**config.mk**
```make
export PLATFORM = sky130hd
export DESIGN_NAME = ordered_id_list
export DESIGN_NICKNAME = d
export VERILOG_FILES = /design/src/sv/oil_pkg.sv /design/src/sv/oil_ram.sv /design/src/sv/oil_ctrl.sv /design/src/sv/ordered_id_list.sv
export SDC_FILE = /design/constraint.sdc
export NUM_CORES = 1
export LEC_CHECK = 0
export BUFFER_PORTS_ARGS = -buffer_cell sky130_fd_sc_hd__clkbuf_2
export CAP_MARGIN = 20
export CORE_MARGIN = 2
export CORE_UTILIZATION = 30
export CTS_CLUSTER_DIAMETER = 40
export DETAILED_ROUTE_END_ITERATION = 7
export GPL_TIMING_DRIVEN = 0
export HOLD_SLACK_MARGIN = 0.08
export PLACE_DENSITY = 0.46
export SYNTH_ARGS = -nofsm -noshare
export SYNTH_HDL_FRONTEND = slang
export SYNTH_SLANG_ARGS = --single-unit
export TNS_END_PERCENT = 1
```
**constraint.sdc**
```tcl
create_clock -name clk -period 4.4 [get_ports clk]
set_clock_uncertainty 0.15 [all_clocks]
set_input_delay 0.88 -clock clk [delete_from_list [all_inputs] [get_ports clk]]
set_output_delay 0.88 -clock clk [all_outputs]
set_load 0.02 [all_outputs]
```
**src/sv/oil_pkg.sv**
```systemverilog
// shared types and constants for the ordered id list
// no dependencies; used by oil_ram, oil_ctrl and ordered_id_list
package oil_pkg;

    localparam int unsigned DEPTH = 16;
    localparam int unsigned IDX_W = $clog2(DEPTH);
    localparam int unsigned CNT_W = $clog2(DEPTH + 1);
    localparam int unsigned ID_W  = 32;

    typedef logic [IDX_W-1:0] idx_t;
    typedef logic [CNT_W-1:0] cnt_t;
    typedef logic [ID_W-1:0]  id_t;

    localparam cnt_t DEPTH_CNT = CNT_W'(DEPTH);

    typedef enum logic [1:0] {
        KIND_APPEND = 2'd0,
        KIND_REMOVE = 2'd1,
        KIND_LIST   = 2'd2,
        KIND_CLEAR  = 2'd3
    } kind_t;

    typedef enum logic [1:0] {
        ST_OK       = 2'd0,
        ST_FULL     = 2'd1,
        ST_NOTFOUND = 2'd2,
        ST_EMPTY    = 2'd3
    } status_t;

    typedef enum logic [2:0] {
        S_IDLE,
        S_SEARCH,
        S_SHIFT,
        S_LIST,
        S_RESP
    } state_t;

    typedef struct packed {
        logic we;
        idx_t waddr;
        id_t  wdata;
        idx_t raddr;
    } ram_req_t;

    typedef struct packed {
        logic    valid;
        status_t status;
        id_t     ident;
        logic    last;
    } res_t;

endpackage

```
**src/sv/oil_ram.sv**
```systemverilog
// entry store: one write port, one read port, registered read data
// depends on oil_pkg
module oil_ram (
    input  logic               clk,
    input  oil_pkg::ram_req_t  req,
    output oil_pkg::id_t       rdata
);

    oil_pkg::id_t mem [oil_pkg::DEPTH];
    oil_pkg::id_t rdata_reg;

    always_ff @(posedge clk)
    begin
        if (req.we)
        begin
            mem[req.waddr] <= req.wdata;
        end
        rdata_reg <= mem[req.raddr];
    end

    assign rdata = rdata_reg;

endmodule

```
**src/sv/oil_ctrl.sv**
```systemverilog
// sequencer: append, search and shift for remove, list walk, clear
// depends on oil_pkg; drives the oil_ram port
module oil_ctrl (
    input  logic               clk,
    input  logic               rst_n,
    input  logic               in_valid,
    output logic               in_stall,
    input  logic [1:0]         kind,
    input  oil_pkg::id_t       ident,
    output oil_pkg::ram_req_t  ram_req,
    input  oil_pkg::id_t       rdata,
    output oil_pkg::res_t      res,
    input  logic               res_take
);

    oil_pkg::state_t  state_reg, state_next;
    oil_pkg::cnt_t    cnt_reg, cnt_next;
    oil_pkg::idx_t    ptr_reg, ptr_next;
    oil_pkg::id_t     key_reg, key_next;
    oil_pkg::status_t rstat_reg, rstat_next;

    oil_pkg::cnt_t ptr1;
    oil_pkg::cnt_t ptr2;

    assign ptr1 = oil_pkg::cnt_t'(ptr_reg) + oil_pkg::cnt_t'(1);
    assign ptr2 = oil_pkg::cnt_t'(ptr_reg) + oil_pkg::cnt_t'(2);

    always_ff @(posedge clk or negedge rst_n)
    begin
        if (!rst_n)
        begin
            state_reg <= oil_pkg::S_IDLE;
            cnt_reg   <= '0;
        end
        else
        begin
            state_reg <= state_next;
            cnt_reg   <= cnt_next;
        end
    end

    always_ff @(posedge clk)
    begin
        ptr_reg   <= ptr_next;
        key_reg   <= key_next;
        rstat_reg <= rstat_next;
    end

    always_comb
    begin
        state_next    = state_reg;
        cnt_next      = cnt_reg;
        ptr_next      = ptr_reg;
        key_next      = key_reg;
        rstat_next    = rstat_reg;
        ram_req       = '0;
        ram_req.raddr = ptr_reg;
        res           = '0;
        res.status    = oil_pkg::ST_OK;
        in_stall      = (state_reg != oil_pkg::S_IDLE);

        case (state_reg)
            oil_pkg::S_IDLE:
            begin
                if (in_valid)
                begin
                    case (oil_pkg::kind_t'(kind))
                        oil_pkg::KIND_APPEND:
                        begin
                            if (cnt_reg == oil_pkg::DEPTH_CNT)
                            begin
                                rstat_next = oil_pkg::ST_FULL;
                            end
                            else
                            begin
                                ram_req.we    = 1'b1;
                                ram_req.waddr = cnt_reg[oil_pkg::IDX_W-1:0];
                                ram_req.wdata = ident;
                                cnt_next      = cnt_reg + oil_pkg::cnt_t'(1);
                                rstat_next    = oil_pkg::ST_OK;
                            end
                            state_next = oil_pkg::S_RESP;
                        end
                        oil_pkg::KIND_REMOVE:
                        begin
                            key_next      = ident;
                            ptr_next      = '0;
                            ram_req.raddr = '0;
                            if (cnt_reg == '0)
                            begin
                                rstat_next = oil_pkg::ST_NOTFOUND;
                                state_next = oil_pkg::S_RESP;
                            end
                            else
                            begin
                                state_next = oil_pkg::S_SEARCH;
                            end
                        end
                        oil_pkg::KIND_LIST:
                        begin
                            ptr_next      = '0;
                            ram_req.raddr = '0;
                            if (cnt_reg == '0)
                            begin
                                rstat_next = oil_pkg::ST_EMPTY;
                                state_next = oil_pkg::S_RESP;
                            end
                            else
                            begin
                                state_next = oil_pkg::S_LIST;
                            end
                        end
                        oil_pkg::KIND_CLEAR:
                        begin
                            cnt_next   = '0;
                            rstat_next = oil_pkg::ST_OK;
                            state_next = oil_pkg::S_RESP;
                        end
                        default:
                        begin
                            state_next = oil_pkg::S_IDLE;
                        end
                    endcase
                end
            end

            // rdata holds entry ptr_reg
            oil_pkg::S_SEARCH:
            begin
                if (rdata == key_reg)
                begin
                    if (ptr1 == cnt_reg)
                    begin
                        cnt_next   = cnt_reg - oil_pkg::cnt_t'(1);
                        rstat_next = oil_pkg::ST_OK;
                        state_next = oil_pkg::S_RESP;
                    end
                    else
                    begin
                        ram_req.raddr = ptr1[oil_pkg::IDX_W-1:0];
                        state_next    = oil_pkg::S_SHIFT;
                    end
                end
                else if (ptr1 == cnt_reg)
                begin
                    rstat_next = oil_pkg::ST_NOTFOUND;
                    state_next = oil_pkg::S_RESP;
                end
                else
                begin
                    ptr_next      = ptr1[oil_pkg::IDX_W-1:0];
                    ram_req.raddr = ptr1[oil_pkg::IDX_W-1:0];
                end
            end

            // rdata holds entry ptr_reg+1, moved down one place
            oil_pkg::S_SHIFT:
            begin
                ram_req.we    = 1'b1;
                ram_req.waddr = ptr_reg;
                ram_req.wdata = rdata;
                if (ptr2 == cnt_reg)
                begin
                    cnt_next   = cnt_reg - oil_pkg::cnt_t'(1);
                    rstat_next = oil_pkg::ST_OK;
                    state_next = oil_pkg::S_RESP;
                end
                else
                begin
                    ptr_next      = ptr1[oil_pkg::IDX_W-1:0];
                    ram_req.raddr = ptr2[oil_pkg::IDX_W-1:0];
                end
            end

            // re-read the same entry while the output holds
            oil_pkg::S_LIST:
            begin
                res.valid  = 1'b1;
                res.status = oil_pkg::ST_OK;
                res.ident  = rdata;
                res.last   = (ptr1 == cnt_reg);
                if (res_take)
                begin
                    if (ptr1 == cnt_reg)
                    begin
                        state_next = oil_pkg::S_IDLE;
                    end
                    else
                    begin
                        ptr_next      = ptr1[oil_pkg::IDX_W-1:0];
                        ram_req.raddr = ptr1[oil_pkg::IDX_W-1:0];
                    end
                end
            end

            oil_pkg::S_RESP:
            begin
                res.valid  = 1'b1;
                res.status = rstat_reg;
                res.last   = 1'b1;
                if (res_take)
                begin
                    state_next = oil_pkg::S_IDLE;
                end
            end

            default:
            begin
                state_next = oil_pkg::S_IDLE;
            end
        endcase
    end

endmodule

```
**src/sv/ordered_id_list.sv**
```systemverilog
// top level of the ordered id list: sequencer, entry store, output register
// depends on oil_pkg, oil_ram, oil_ctrl
//
//  channel | signals                    | direction
//  --------+----------------------------+----------
//  in      | in_valid in_stall kind ident | request in
//  out     | out_valid out_stall status listed_ident last | result out
//
// append and clear give a result; remove searches entries in order, moves
// later entries down (each entry is searched or shifted, one store read
// apiece); list reads entries in order, all through the single read port
// of the entry store. out_stall keeps a held result in the output register
// and holds list/result states. reset clears occupancy, state, out_valid only
module ordered_id_list (
    input  logic         clk,
    input  logic         rst_n,
    input  logic         in_valid,
    output logic         in_stall,
    input  logic [1:0]   kind,
    input  logic [31:0]  ident,
    output logic         out_valid,
    input  logic         out_stall,
    output logic [1:0]   status,
    output logic [31:0]  listed_ident,
    output logic         last
);

    oil_pkg::ram_req_t ram_req;
    oil_pkg::id_t      rdata;
    oil_pkg::res_t     res;

    logic         out_free;
    logic         out_valid_reg, out_valid_next;
    logic [1:0]   status_reg;
    logic [31:0]  ident_reg;
    logic         last_reg;

    assign out_free = !out_valid_reg || !out_stall;

    oil_ram u_ram (
        .clk   (clk),
        .req   (ram_req),
        .rdata (rdata)
    );

    oil_ctrl u_ctrl (
        .clk      (clk),
        .rst_n    (rst_n),
        .in_valid (in_valid),
        .in_stall (in_stall),
        .kind     (kind),
        .ident    (ident),
        .ram_req  (ram_req),
        .rdata    (rdata),
        .res      (res),
        .res_take (out_free)
    );

    always_comb
    begin
        out_valid_next = out_valid_reg;
        if (out_free)
        begin
            out_valid_next = res.valid;
        end
    end

    always_ff @(posedge clk or negedge rst_n)
    begin
        if (!rst_n)
        begin
            out_valid_reg <= 1'b0;
        end
        else
        begin
            out_valid_reg <= out_valid_next;
        end
    end

    always_ff @(posedge clk)
    begin
        if (out_free && res.valid)
        begin
            status_reg <= res.status;
            ident_reg  <= res.ident;
            last_reg   <= res.last;
        end
    end

    assign out_valid    = out_valid_reg;
    assign status       = status_reg;
    assign listed_ident = ident_reg;
    assign last         = last_reg;

endmodule
```
==> results of run 1 <==
[power breakdown]
group | internal, uW | switching [uW]
combinational | 2860 | 7250
sequential | 7780 | 337
clock | 5910 | 3030
total | 16500 | 10600
[stage by stage]
| step | setup WS, ps | cells |
|---|---|---|
| final | 130 | 3297 |
| after global placement | -2480 | 3073 |
| after CTS | 42.3 | 3294 |
| after global routing | -46.3 | 3297 |
| after detailed placement | -245 | 3096 |
| after floorplan | 490 | 1865 |
[timing repair]
action / CTS / global route
hold endpoints to repair: 9 / 0
gates resized for setup: 1 / 10
setup buffers: 0 / 1
pin swaps: 0 / 1
hold buffers: 1 / 0
setup endpoints to repair: 192 / 96
[logic make-up (layout without fill, tap and decap cells)]
| family | after synthesis | count (layout) |
|---|---|---|
| simple gates | 720 | 720 |
| mux | 96 | 96 |
| xor+xnor | 40 | 40 |
| fa+ha+maj | 9 | 9 |
| buf+inv | 127 | 425 |
| flops | 626 | 626 |
| compound gates | 247 | 247 |
[critical path, delay by kind of cell, from the launching register on]
family | cells | cell delay (ps)
flops | 1 | 440
fa+ha+maj | 1 | 290
compound gates | 6 | 1560
simple gates | 3 | 1050
buf+inv | 1 | 680
[worst max-delay path by stage]
stage | startpoint | end | slack, ps | cells past startpoint
6_report | u_ctrl.ptr_reg[2] | u_ram.rdata[28] | 130 | 11
5_1_grt | u_ctrl.ptr_reg[2] | u_ram.rdata[28] | -50 | 11
4_1_cts | u_ctrl.ptr_reg[0] | u_ram.rdata[5] | 40 | 11
3_5_place_dp | u_ctrl.state_reg[2] | u_ram.mem[1][14] | -240 | 8
3_3_place_gp | u_ctrl.state_reg[2] | u_ram.mem[1][14] | -2480 | 7
2_1_floorplan | kind[1] | u_ram.mem[1][0] | 490 | 6
[synth_stat cells, types with 9 or more instances]
cell type / number
o21ai_0: 83
a22o_1: 32
nor3_1: 9
o221ai_1: 32
and2_1: 34
buf_2: 27
nand3_2: 10
xor2_1: 35
a32oi_1: 33
ha_1: 9
dfxtp_1: 32
inv_1: 11
nor2_1: 41
clkbuf_1: 70
a21oi_1: 18
nand2_1: 466
nand3_1: 91
mux2i_1: 96
nand4_1: 37
dfrtp_1: 9
edfxtp_1: 585
[layout make-up]
cell class / count / area, um^2
Fill cell: 7876 / 51900
Sequential cell: 626 / 18400
Multi-Input combinational cell: 1112 / 6520
Clock buffer: 122 / 2770
Tap cell: 1134 / 1420
Clock inverter: 75 / 1130
Timing Repair Buffer: 101 / 946
Buffer: 115 / 549
Inverter: 12 / 45.0
[layer usage]
metal,global-route usage,vias up,share of wire
li1,-,7387,-
met1,0.250,8277,0.45
met2,0.278,599,0.44
met3,0.0493,139,0.076
met4,0.0660,4,0.032
met5,0,-,0.00029
==> run_results.csv, run 1 <==
group,metric,value,unit
detailed_routing,avgRoutedWirePerCell,24.1,um
floorplan,initial_core_util,0.303,
synthesis,synth_edf_count,585,
setup_path,r2r-start,"u_ctrl.ptr_reg[2]",
clock_tree,cts_htree_levels,3,
synthesis,synth_top_family_by_area,"simple AND/OR/NAND/NOR gates",
synthesis,synth_fp_nets,1912,
clock_tree,numClockSinks,626,
detailed_routing,drt_iter0_markers,1547,
floorplan,boundaryPins,75,
sta,whs,253,ps
pwr,p_leak,0.0116,uW
synthesis,synth-async-reset-ratio,0.0144,
pwr,total_power,27200,uW
finish,insertedDiodeCount,0,
grt,grt_max_degree,25,
detailed_routing,vias,16400,
synthesis,synth-seq-cells,626,
synthesis,synth-simple-area-share,0.124,
status,status,"finished, final reports clean",
synthesis,ys_top_cells_by_area,"edfxtp_1, nand2_1, mux2i_1",
clock_tree,cts_root_buf,"clkbuf_16",
finish,mostFrequentLayoutCells,"edfxtp_1, nand2_1, clkbuf_16",
synthesis,synthMuxAreaShare,0.0378,
sta,setup_viol,0,
setup_path,r2r-end,"u_ram.rdata[28]",
sta,period_minus_slack,4270,ps
setup_path,r2r_slack,130,ps
setup_path,cp_max_fo,10,
clock_tree,clock_latency,670,ps
min_path,hp-start,"ident[25]",
job,cap_violations,0,
finish,layout-drive-gt1-share,0.171,
floorplan,core-area,83700,um^2
min_path,min_path_cells,1,
setup_path,worstPathArrival,4650,ps
synthesis,netlist_area,25400,um^2
synthesis,synth_compound_area_frac,0.0700,
place,place_hpwl,54.2,mm
place,placement.cell_area,27800,um^2
synthesis,synth_area_leader_cell,"edfxtp_1",
setup_path,worst_setup_path_start_kind,"register",
sta,post-route-period-util,0.970,
synthesis,yosys.area.top_type_share,0.692,
clock_tree,cts.clk_slew.worst_paths,50,ps
place,routabilityCongestion,0.808,
floorplan,die_h,295,um
synthesis,synth_xor_area_frac,0.0144,
finish,final_common_cell,"edfxtp_1",
clock_tree,cts_tree,"yes",
place,port_buffers,74,
setup_path,critPathSlowestCell,"clkbuf_1",
sta,slew_violations,0,
synthesis,syn_area_per_cell,13.6,um^2
floorplan,die_w,295,um
detailed_routing,avgViaCountPerCell,4.98,
setup_path,r2r_cells,11,
min_path,hold_end,"u_ctrl.key_reg[25]",
grt,grt_pass1_vias,16300,
finish,final_cell_area,31800,um^2
synthesis,ys_warn_count,0,
grt,grt_antenna_before_repair,3,
finish,layout-area-overhead-vs-synth,25.3,%
min_path,hp-class,"in -> reg",
sta,worst_slew_pin_slew,1100,ps
clock_tree,cts_max_path_buffers,3,
sta,grt_setup_unrepaired,"yes",
setup_path,critPathRequiredTime,4780,ps
grt,grt_pass1_wl,114,mm
clock_tree,numCtsBuffers,104,
finish,largest_register_ff_count,512,
synthesis,synthAdderAreaFrac,0.00443,
synthesis,synthFlopType,"edfxtp_1",
floorplan,die-area,87000,um^2
synthesis,ys_types,64,
detailed_routing,ant_nets,0,
pwr,powerDensity,854,nW/um^2
setup_path,slowest_delay,680,ps
pwr,ir_drop,0.000349,V
sta,tns,0,ps
detailed_routing,drcViolationCount,0,
detailed_routing,drt-total-wl,79.4,mm
setup_path,end_kind,"register",
floorplan,rows,106,
sta,max_freq,0.234,GHz
sta,hold_violations,0,
detailed_routing,first_pass_iters,5,
synthesis,postSynthCellCount,1865,
grt,grt_usage,0.183,
grt,grt_overflow,0,
synthesis,seq_area_frac_synth,0.726,
finish,fin_nets,2119,
setup_path,crit_type,"reg -> reg",
finish,largest-register,"u_ram.mem",
setup_path,path_cells,"ha_1 > and2_1 > o211ai_2 > a211oi_4 > nand2_1 > a31o_1 > a41o_1 > nor2_1 > clkbuf_1 > a32oi_1 > o221ai_1",
finish,fin_util,0.380,
sta,slew_headroom,0.264,
Note: power is estimated with default switching activity, not from simulation.
==> inputs of run 2 (changes only) <==
- clock period: 4.4 -> 3.5 ns (I/O delays scaled with it)
==> run_results.csv, run 2 (synthesis results as in run 1) <==
group,metric,value,unit
status,status,"finished, violations left",
status,violations,"negative setup slack",
clock_tree,cts.clk_slew.worst_paths,50,ps
detailed_routing,drcViolationCount,0,
sta,period_minus_slack,3580,ps
finish,mostFrequentLayoutCells,"edfxtp_1, nand2_1, clkbuf_2",
setup_path,r2r-start,"u_ctrl.ptr_reg[1]",
grt,grt_overflow,0,
finish,final_common_cell,"edfxtp_1",
pwr,powerDensity,1080,nW/um^2
sta,worst_slew_pin_slew,988,ps
detailed_routing,first_pass_iters,5,
floorplan,rows,106,
floorplan,die-area,87000,um^2
floorplan,die_w,295,um
setup_path,r2r_cells,14,
setup_path,startpoint,"u_ctrl.ptr_reg[1]",
detailed_routing,drt-total-wl,79.7,mm
detailed_routing,vias,16500,
finish,fin_util,0.392,
sta,slew_violations,0,
finish,fin_nets,2156,
clock_tree,numClockSinks,626,
place,place_inst,3096,
setup_path,cp_max_fo,10,
sta,tns,-748,ps
detailed_routing,avgViaCountPerCell,4.95,
pwr,p_leak,0.0121,uW
detailed_routing,avgRoutedWirePerCell,23.9,um
place,port_buffers,74,
grt,grt_pass1_wl,114,mm
place,place_hpwl,54.2,mm
finish,largest_register_ff_count,512,
grt,grt_usage,0.184,
floorplan,initial_core_util,0.303,
pwr,ir_drop,0.000530,V
floorplan,core-area,83700,um^2
place,routabilityCongestion,0.808,
sta,setup_viol,21,
sta,slew_headroom,0.338,
finish,layout-drive-gt1-share,0.221,
finish,largest-register,"u_ram.mem",
setup_path,end_kind,"register",
clock_tree,cts_root_buf,"clkbuf_16",
setup_path,critPathRequiredTime,3830,ps
sta,setup_slack,-78.7,ps
sta,post-route-period-util,1.02,
job,cap_violations,0,
grt,grt_pass1_vias,16500,
grt,grt_max_degree,25,
setup_path,crit_type,"reg -> reg",
floorplan,boundaryPins,75,
clock_tree,cts_max_path_buffers,3,
sta,max_freq,0.279,GHz
sta,hold_violations,0,
clock_tree,cts_tree,"yes",
finish,layoutNonFillerInstCount,3335,
floorplan,die_h,295,um
min_path,hp-class,"in -> reg",
setup_path,worst_setup_path_start_kind,"register",
sta,grt_setup_unrepaired,"yes",
clock_tree,clock_latency,670,ps
setup_path,r2r-end,"u_ram.rdata[28]",
setup_path,r2r_slack,-80,ps
detailed_routing,ant_nets,0,
detailed_routing,drt_iter0_markers,1679,
grt,grt_antenna_before_repair,2,
setup_path,cp-endpoint,"u_ram.rdata[28]",
finish,layout-area-overhead-vs-synth,29.2,%
setup_path,worstPathArrival,3910,ps
clock_tree,numCtsBuffers,104,
clock_tree,cts_htree_levels,3,
run 2: cell types whose count changed in the layout (fill, tap and decap cells not counted), moves of 6 or more:
| cell | delta |
|---|---|
| buf_12 | +14 |
| buf_4 | +17 |
| buf_6 | +6 |
| clkbuf_1 | -51 |
| clkbuf_2 | +34 |
| clkbuf_4 | +9 |
| dlygate4sd3_1 | +16 |
| o21ai_0 | -9 |
run 2: repair_timing:
item,CTS,global route
setup buffers,12,11
setup endpoints to repair,1046,475
endpoints found under the hold margin,24,1
pin swaps,11,9
gates resized for setup,72,153
hold buffers,16,1
run 2: per-layer routing:
metal	vias up	part of all wire	track usage
li1	7457	-	-
met4	4	0.034	0.0648
met5	-	0.00029	0
met1	8289	0.44	0.253
met2	618	0.44	0.280
met3	150	0.079	0.0483
run 2: final cells by class:
class                   count  area [um^2]
clock buffers             122         2770
diodes                      1         2.50
inverters                  12         45.0
repair buffers            138         1370
well taps                1134         1420
multi-input cells        1112         6810
clock inverters            75         1130
plain buffers             115          810
fillers                  7777        50900
flip-flops and latches    626        18400
run 2: worst min-delay path by stage:
stage,from,endpoint,slack [ps],cells past startpoint
after floorplan,rst_n,out_valid,250,0
after global placement,u_ctrl.rstat_reg[0],status[0],390,1
after detailed placement,u_ctrl.rstat_reg[1],status[1],390,1
after CTS,ident[20],u_ctrl.key_reg[20],80,1
after global routing,ident[29],u_ctrl.key_reg[29],90,1
final,ident[8],u_ctrl.key_reg[8],120,1
run 2: worst max-delay path: stages (launching register included):
cell	delay [ps]
edfxtp_1	460
buf_2	330
nand3b_1	120
nand4_1	140
a2111oi_4	80
buf_4	170
a221oi_2	520
o211ai_4	290
nand2_4	180
buf_12	160
buf_16	150
buf_12	150
nand3_1	80
a32oi_2	250
o221ai_1	180
run 2: per-stage QoR:
step	setup slack (ps)	cell area, um^2	hold slack, ps	total power (uW)
floorplan	-349	25400	254	17600
global placement	-3380	27200	393	22700
detailed placement	-1140	27800	386	23000
CTS	-440	32300	83.7	34600
global route	-214	32800	89.1	37000
finish	-78.7	32800	116	35400
run 2: power by group:
part	total, uW	internal [uW]	switching (uW)	leakage, uW
registers	10200	9780	428	0.00580
clock network	11200	7420	3790	0.00188
logic	13900	4460	9470	0.00442
total	35400	21700	13700	0.0121
